[src/hw/rtl/utf8_stream_decoder_unit_assert.svh]
// assertion macros for the utf-8 stream decoder
// expects a clock named clk and a synchronous active-high reset named rst in scope
`ifndef UTF8_STREAM_DECODER_UNIT_ASSERT_SVH
`define UTF8_STREAM_DECODER_UNIT_ASSERT_SVH

// same-cycle implication, checked outside reset
`define UTF8D_ASSERT_IMP(label, ante, cons) \
  label: assert property (@(posedge clk) disable iff (rst) (ante) |-> (cons)) \
    else $error("assertion failed: same-cycle implication");

// next-cycle implication, checked outside reset
`define UTF8D_ASSERT_NXT(label, ante, cons) \
  label: assert property (@(posedge clk) disable iff (rst) (ante) |=> (cons)) \
    else $error("assertion failed: next-cycle implication");

`endif

[src/hw/rtl/utf8d_pkg.sv]
// shared types, constants and decode functions for the utf-8 stream decoder
// no dependencies
`default_nettype none

package utf8d_pkg;

  typedef logic [7:0]  byte_t;
  typedef logic [2:0]  len_t;
  typedef logic [20:0] cp_t;
  typedef logic [23:0] out_data_t;

  localparam byte_t LEAD4 = 8'hF0;
  localparam byte_t LEAD3 = 8'hE0;
  localparam byte_t LEAD2 = 8'hC0;

  localparam len_t LEN_NONE = 3'd0;
  localparam len_t LEN1     = 3'd1;
  localparam len_t LEN2     = 3'd2;
  localparam len_t LEN3     = 3'd3;
  localparam len_t LEN4     = 3'd4;

  function automatic len_t lead_length(input byte_t b);
    len_t n;
    if (b >= LEAD4) begin
      n = LEN4;
    end else if (b >= LEAD3) begin
      n = LEN3;
    end else if (b >= LEAD2) begin
      n = LEN2;
    end else begin
      n = LEN1;
    end
    return n;
  endfunction

  // masks per length: 0x1f, 0x0f, 0x07 on the lead, 0x3f on the rest
  function automatic cp_t decode_seq(input byte_t b0, input byte_t b1,
                                     input byte_t b2, input byte_t b3,
                                     input len_t n);
    cp_t cp;
    unique case (n)
      LEN1:    cp = {13'd0, b0};
      LEN2:    cp = {10'd0, b0[4:0], b1[5:0]};
      LEN3:    cp = {5'd0, b0[3:0], b1[5:0], b2[5:0]};
      default: cp = {b0[2:0], b1[5:0], b2[5:0], b3[5:0]};
    endcase
    return cp;
  endfunction

endpackage

`default_nettype wire

[src/hw/rtl/utf8_stream_decoder_unit.sv]
// Lenient UTF-8 decoder: takes one byte per cycle unless the output stalls, and gives
// one code point per completed sequence. The lead byte sets the length (0xF0 and up 4,
// 0xE0 3, 0xC0 2, else 1), the following bytes are taken unchecked, and a buffer end
// (s_tlast) closes the sequence early with the formula for the bytes held. Throughput
// is one byte per cycle with no bubbles while unstalled; an accepted byte passes through
// the input register and is decoded into the result register. A waiting result stalls
// the input only when the byte in the input register completes another code point.
// depends on utf8d_pkg and utf8_stream_decoder_unit_assert.svh
`default_nettype none

`include "utf8_stream_decoder_unit_assert.svh"

module utf8_stream_decoder_unit (
  input  wire logic                  clk,
  input  wire logic                  rst,
  input  wire logic                  s_tvalid,
  output logic                       s_tready,
  input  wire utf8d_pkg::byte_t      s_tdata,   // [7:0] in_byte
  input  wire logic                  s_tlast,   // end_of_buffer
  output logic                       m_tvalid,
  input  wire logic                  m_tready,
  output utf8d_pkg::out_data_t       m_tdata,   // [20:0] code_point, [23:21] seq_bytes
  output logic                       m_tlast    // last_point
);

  import utf8d_pkg::*;

  // input register
  logic  in_valid;
  byte_t in_byte;
  logic  in_eob;

  // decoder state
  len_t       exp_len;
  logic [1:0] held_count;
  byte_t      held_bytes [3];

  // decode
  logic       lead;
  len_t       need;
  logic [1:0] hc;
  len_t       cnt_raw;
  len_t       count;
  logic [1:0] last_idx;
  byte_t      seq0, seq1, seq2;
  cp_t        cp;
  logic       emit;
  logic       s1_go;

  always_comb begin
    lead     = (exp_len == LEN_NONE) || (held_count == 2'd0) || (exp_len > LEN4);
    need     = lead ? lead_length(in_byte) : exp_len;
    hc       = lead ? 2'd0 : held_count;
    cnt_raw  = {1'b0, hc} + LEN1;
    count    = (cnt_raw > need) ? need : cnt_raw;
    last_idx = count[1:0] - 2'd1;
    seq0     = (last_idx == 2'd0) ? in_byte : held_bytes[0];
    seq1     = (last_idx == 2'd1) ? in_byte : held_bytes[1];
    seq2     = (last_idx == 2'd2) ? in_byte : held_bytes[2];
    cp       = decode_seq(seq0, seq1, seq2, in_byte, count);
    emit     = (count == need) || in_eob;
  end

  assign s1_go    = in_valid && (!emit || !m_tvalid || m_tready);
  assign s_tready = !in_valid || s1_go;

  always_ff @(posedge clk) begin
    if (rst) begin
      in_valid <= 1'b0;
    end else if (s_tready) begin
      in_valid <= s_tvalid;
    end
  end

  always_ff @(posedge clk) begin
    if (s_tvalid && s_tready) begin
      in_byte <= s_tdata;
      in_eob  <= s_tlast;
    end
  end

  always_ff @(posedge clk) begin
    if (rst) begin
      exp_len    <= LEN_NONE;
      held_count <= 2'd0;
    end else if (s1_go) begin
      if (emit) begin
        exp_len    <= LEN_NONE;
        held_count <= 2'd0;
      end else begin
        exp_len    <= need;
        held_count <= count[1:0];
      end
    end
  end

  // no reset: an entry is read only after being written in the same sequence
  always_ff @(posedge clk) begin
    if (s1_go && !emit) begin
      held_bytes[last_idx] <= in_byte;
    end
  end

  // result register
  always_ff @(posedge clk) begin
    if (rst) begin
      m_tvalid <= 1'b0;
    end else if (s1_go && emit) begin
      m_tvalid <= 1'b1;
    end else if (m_tready) begin
      m_tvalid <= 1'b0;
    end
  end

  always_ff @(posedge clk) begin
    if (s1_go && emit) begin
      m_tdata <= {count, cp};
      m_tlast <= in_eob;
    end
  end

  `UTF8D_ASSERT_IMP(a_state_pair, 1'b1, (exp_len == LEN_NONE) == (held_count == 2'd0))
  `UTF8D_ASSERT_IMP(a_pending_len, exp_len != LEN_NONE, ({1'b0, held_count} < exp_len) && (exp_len >= LEN2) && (exp_len <= LEN4))
  `UTF8D_ASSERT_NXT(a_eob_clears, s1_go && in_eob, exp_len == LEN_NONE)
  `UTF8D_ASSERT_NXT(a_emit_loads, s1_go && emit, m_tvalid)
  `UTF8D_ASSERT_IMP(a_out_len, m_tvalid, (m_tdata[23:21] >= LEN1) && (m_tdata[23:21] <= LEN4))

endmodule

`default_nettype wire
[config.mk]
export PLATFORM = sky130hd
export DESIGN_NAME = utf8_stream_decoder_unit
export DESIGN_NICKNAME = d
export VERILOG_FILES = /design/src/hw/rtl/utf8d_pkg.sv /design/src/hw/rtl/utf8_stream_decoder_unit.sv
export VERILOG_INCLUDE_DIRS = /design/src /design/src/hw/rtl
export SDC_FILE = /design/constraint.sdc
export NUM_CORES = 1
export LEC_CHECK = 0
export BUFFER_PORTS_ARGS = -buffer_cell sky130_fd_sc_hd__clkbuf_2
export CAP_MARGIN = 10
export CELL_PAD_IN_SITES_DETAIL_PLACEMENT = 1
export CELL_PAD_IN_SITES_GLOBAL_PLACEMENT = 2
export CORE_UTILIZATION = 41
export CTS_CLUSTER_DIAMETER = 80
export DETAILED_ROUTE_END_ITERATION = 16
export HOLD_SLACK_MARGIN = 0.06
export PLACE_DENSITY = 0.81
export SYNTH_ARGS = -nofsm -noshare
export SYNTH_HDL_FRONTEND = slang
export SYNTH_SLANG_ARGS = --single-unit
[constraint.sdc]
create_clock -name clk -period 9.2 [get_ports clk]
set_input_delay 0.46 -clock clk [delete_from_list [all_inputs] [get_ports clk]]
set_output_delay 0.46 -clock clk [all_outputs]
set_load 0.01 [all_outputs]
==> results.cfg <==
[run_status]
run_status = finished, final reports clean

[routing]
drt-pass1-iter-count = 4
detail_route.wl_per_cell_um = 18.5
drc_viols = 0
route.antenna.remaining_nets = 0
detail_route.iter0.violations = 94
routed_wl_mm = 5.93
routed_via_density = 5.59
vias = 1790

[final_layout]
layout.cells.most_common_list = sky130_fd_sc_hd__edfxtp_1 (51), sky130_fd_sc_hd__clkbuf_2 (39), sky130_fd_sc_hd__nand2_1 (12), sky130_fd_sc_hd__clkbuf_8 (9), sky130_fd_sc_hd__inv_1 (8)
antenna_cells = 0
final_nets = 256
layout_commonest_cell = sky130_fd_sc_hd__edfxtp_1
flow.area_growth_from_synthesis_pct = 16.5
post_route_cells_drive_above_1_share = 0.265

[timing]
finalWorstSetupSlack_ns = 5.06
timing.clock.skew_ns = 0.00860
report.final.hold_viol_count = 0
setup_viol_count_final = 0
max_slew.worst_pin.slew_ns = 0.642
period_share = 0.450
maxSlewViolCount = 0
totalNegativeSetupSlack_ns = 0
slew-limit-headroom = 0.570
fin_crit_ns = 4.14
setup_repair_after_global_routing_missed_its_margin = false
max_clock_freq_ghz = 0.242

[placement]
detailedPlacementHpwl_mm = 4.20
preCtsSetupSlack_ns = 5.40
finalWeightedCongestion = 0.874
io_buffers = 39

[synthesis]
synth_fp_nets = 215
postSynth.topFlopCell = sky130_fd_sc_hd__edfxtp_1
synth.ff_latch_count = 58
synth.cell_area_mm2 = 0.00263
ys_warn_count = 0
number_of_synthesized_flops_with_an_enable_pin = 51
syn-mean-instance-area_um2 = 13.2
syn-instance-count = 200
synth_cell_type_count = 54
synth-seq-area-share = 0.636
async_reset_ff_frac = 0

[global_routing]
grt_use_total = 0.197
grt_pass1_wl_mm = 9.19
antenna_found_initial = 0
grt_overflow = 0
grt_start_max_net_pins = 26
first_global_vias = 1788

[cts]
root_buffer = sky130_fd_sc_hd__clkbuf_8
cts_hold_buffers = 0
ctsLongestPathBuffers = 2
cts_setup_buffers = 0
clock_sinks = 58
cts_tree = done
cts.repair.resized = 0
htree_num_levels = 3
clk-insertion-delay-late_ns = 0.34
clk_pin_slew_worst_paths_ns = 0.06
cts_made_buffers = 9

[floorplanning]
floorplan.rows = 28
die_width_um = 82.1
dieHeight_um = 82.1
floorplan.initialDensity = 0.434
io-pin-count = 40
placeableCoreArea_mm2 = 0.00606
die-area_mm2 = 0.00674

[power_and_ir_drop]
p_comb_frac = 0.075
power.switching_fraction = 0.223
leakagePower_nw = 1.12
power_frac_clock = 0.377
pwr_density_cell_mw_per_mm2 = 183
max-vdd-ir-drop_mv = 0.108
power.internal_uw = 437
net-switching-power_uw = 125
sequentialPowerShare = 0.547

[worst_setup_path]
critical_path_buf_inv_count = 1
cp-end-kind = primary output
cp_cell_instances = nor2_1, nor2_1, o32a_1, ha_1, a21oi_1, a31oi_1, a21o_1, or4_4, a31oi_1, or2_2, clkbuf_2
required_time_at_the_endpoint_of_the_critical_path_ns = 8.74
r2r_end = in_byte[2]$_DFFE_PP_
slowest_delay_ns = 0.56
ff2ff_setup_slack_ns = 5.39
worstSetupPathDepth = 11
worst_r2r_path_depth = 10
critPathMaxFanout = 9
critical_path_arrival_ns = 3.68
crit_family = compound AO/OA/AOI/OAI gates
timing.critical_path.slowest_stage_cell = sky130_fd_sc_hd__or4_4
cp-start-kind = flop
kind_of_critical_path = reg2out
rr_startpoint = exp_len[0]$_SDFFE_PP0N_

[worst_hold_path]
timing.hold.worst_path_depth = 1
min-delay-path-class = in2reg
whs_endpoint = in_byte[5]$_DFFE_PP_
hold_path_startpoint = s_tdata[5]

[flow_run]
timing.max_cap.violations = 0
-- layout make-up --
| class | count | area [µm²] |
|---|---|---|
| inverter | 10 | 37.5 |
| multi-input combinational | 121 | 870 |
| clock buffer | 10 | 128 |
| clock inverter | 5 | 46.3 |
| tap | 75 | 93.8 |
| timing repair buffer | 41 | 218 |
| sequential | 58 | 1670 |
| fill | 662 | 3000 |
-- registers in the layout, summed over array words and instances (netlist names) --
signal      cells
m_tvalid        1
in_eob          1
m_tlast         1
m_tdata        24
in_byte         8
in_valid        1
held_bytes     17
held_count      2
exp_len         3
-- per-stage QoR --
stage               hold slack [ns]  cell area (µm²)   util  total power, mW  instances
floorplan                     0.476             2630      -            0.336        200
global placement              0.523             2880  0.474            0.352        304
detailed placement            0.525             2880  0.474            0.355        304
CTS                           0.290             3050  0.503            0.566        319
global route                  0.290             3060  0.506            0.579        320
finish                        0.302             3060  0.506            0.562        320
-- worst max path at each step --
stage	end	from
floorplan	m_tdata[0]$_DFFE_PP_	exp_len[0]$_SDFFE_PP0N_
global placement	in_byte[3]$_DFFE_PP_	held_count[0]$_SDFFE_PP0N_
detailed placement	m_tdata[12]$_DFFE_PP_	exp_len[0]$_SDFFE_PP0N_
CTS	s_tready	exp_len[2]$_SDFFE_PP0N_
global route	s_tready	held_count[0]$_SDFFE_PP0N_
finish	s_tready	exp_len[0]$_SDFFE_PP0N_
-- Yosys cell counts, types with 2 or more instances --
cell type / number / area (µm²)
sky130_fd_sc_hd__a21o_1: 2 / 15.0
sky130_fd_sc_hd__and2_1: 7 / 43.8
sky130_fd_sc_hd__and3_1: 3 / 18.8
sky130_fd_sc_hd__mux2i_1: 7 / 70.1
sky130_fd_sc_hd__nand3_1: 2 / 10.0
sky130_fd_sc_hd__o221ai_1: 2 / 17.5
sky130_fd_sc_hd__a32o_1: 3 / 30.0
sky130_fd_sc_hd__edfxtp_1: 51 / 1530
sky130_fd_sc_hd__mux2_2: 5 / 56.3
sky130_fd_sc_hd__dfxtp_1: 7 / 140
sky130_fd_sc_hd__a21oi_1: 6 / 30.0
sky130_fd_sc_hd__o2bb2ai_1: 3 / 26.3
sky130_fd_sc_hd__nor2_1: 7 / 26.3
sky130_fd_sc_hd__nor3_1: 3 / 15.0
sky130_fd_sc_hd__nand2b_1: 5 / 31.3
sky130_fd_sc_hd__nand2_1: 12 / 45.0
sky130_fd_sc_hd__o22ai_1: 7 / 43.8
sky130_fd_sc_hd__a22o_1: 2 / 17.5
sky130_fd_sc_hd__o21ai_0: 4 / 20.0
sky130_fd_sc_hd__a31oi_1: 5 / 31.3
sky130_fd_sc_hd__inv_1: 8 / 30.0
sky130_fd_sc_hd__buf_2: 4 / 20.0
sky130_fd_sc_hd__clkbuf_1: 6 / 22.5
sky130_fd_sc_hd__nor2b_1: 4 / 25.0
sky130_fd_sc_hd__o21a_1: 2 / 15.0
sky130_fd_sc_hd__o211ai_1: 4 / 30.0
sky130_fd_sc_hd__ha_1: 2 / 25.0
-- per-layer routing --
layer / track usage / up-vias / share of wire
met2: 0.306 / 55 / 0.46
met5: 0 / - / 0
met4: 0.0895 / 0 / 0.024
met1: 0.259 / 865 / 0.47
li1: - / 857 / -
met3: 0.0505 / 13 / 0.046
-- worst register-to-register path, cell delays in order, from the launching register on --
cell,delay (ns)
sky130_fd_sc_hd__dfxtp_1,0.39
sky130_fd_sc_hd__nor2_1,0.38
sky130_fd_sc_hd__nor2_1,0.08
sky130_fd_sc_hd__o32a_1,0.34
sky130_fd_sc_hd__ha_1,0.35
sky130_fd_sc_hd__a21oi_1,0.22
sky130_fd_sc_hd__a31oi_1,0.09
sky130_fd_sc_hd__a21o_1,0.20
sky130_fd_sc_hd__or4_4,0.56
sky130_fd_sc_hd__a31oi_1,0.44
sky130_fd_sc_hd__o21a_1,0.43
-- power groups by stage --
stage | registers [mW] | clock network [mW] | logic, mW
after detailed placement | 0.314 | 0 | 0.0409
after floorplan | 0.315 | 0 | 0.0212
after CTS | 0.308 | 0.217 | 0.0409
final | 0.308 | 0.212 | 0.0422
after global routing | 0.309 | 0.224 | 0.0465
after global placement | 0.313 | 0 | 0.0397
-- kinds of logic after synthesis --
family                     count (synthesis)  share of synthesized area
muxes                                     12                     0.0480
buffers and inverters                     21                     0.0347
DFF                                       58                      0.636
adders and majority gates                  2                    0.00951
AOI/OAI and AO/OA                         54                      0.157
xor gates and xnor gates                   2                    0.00666
and+or+nand+nor                           51                      0.108
Note: power is estimated with default switching activity, not from simulation.
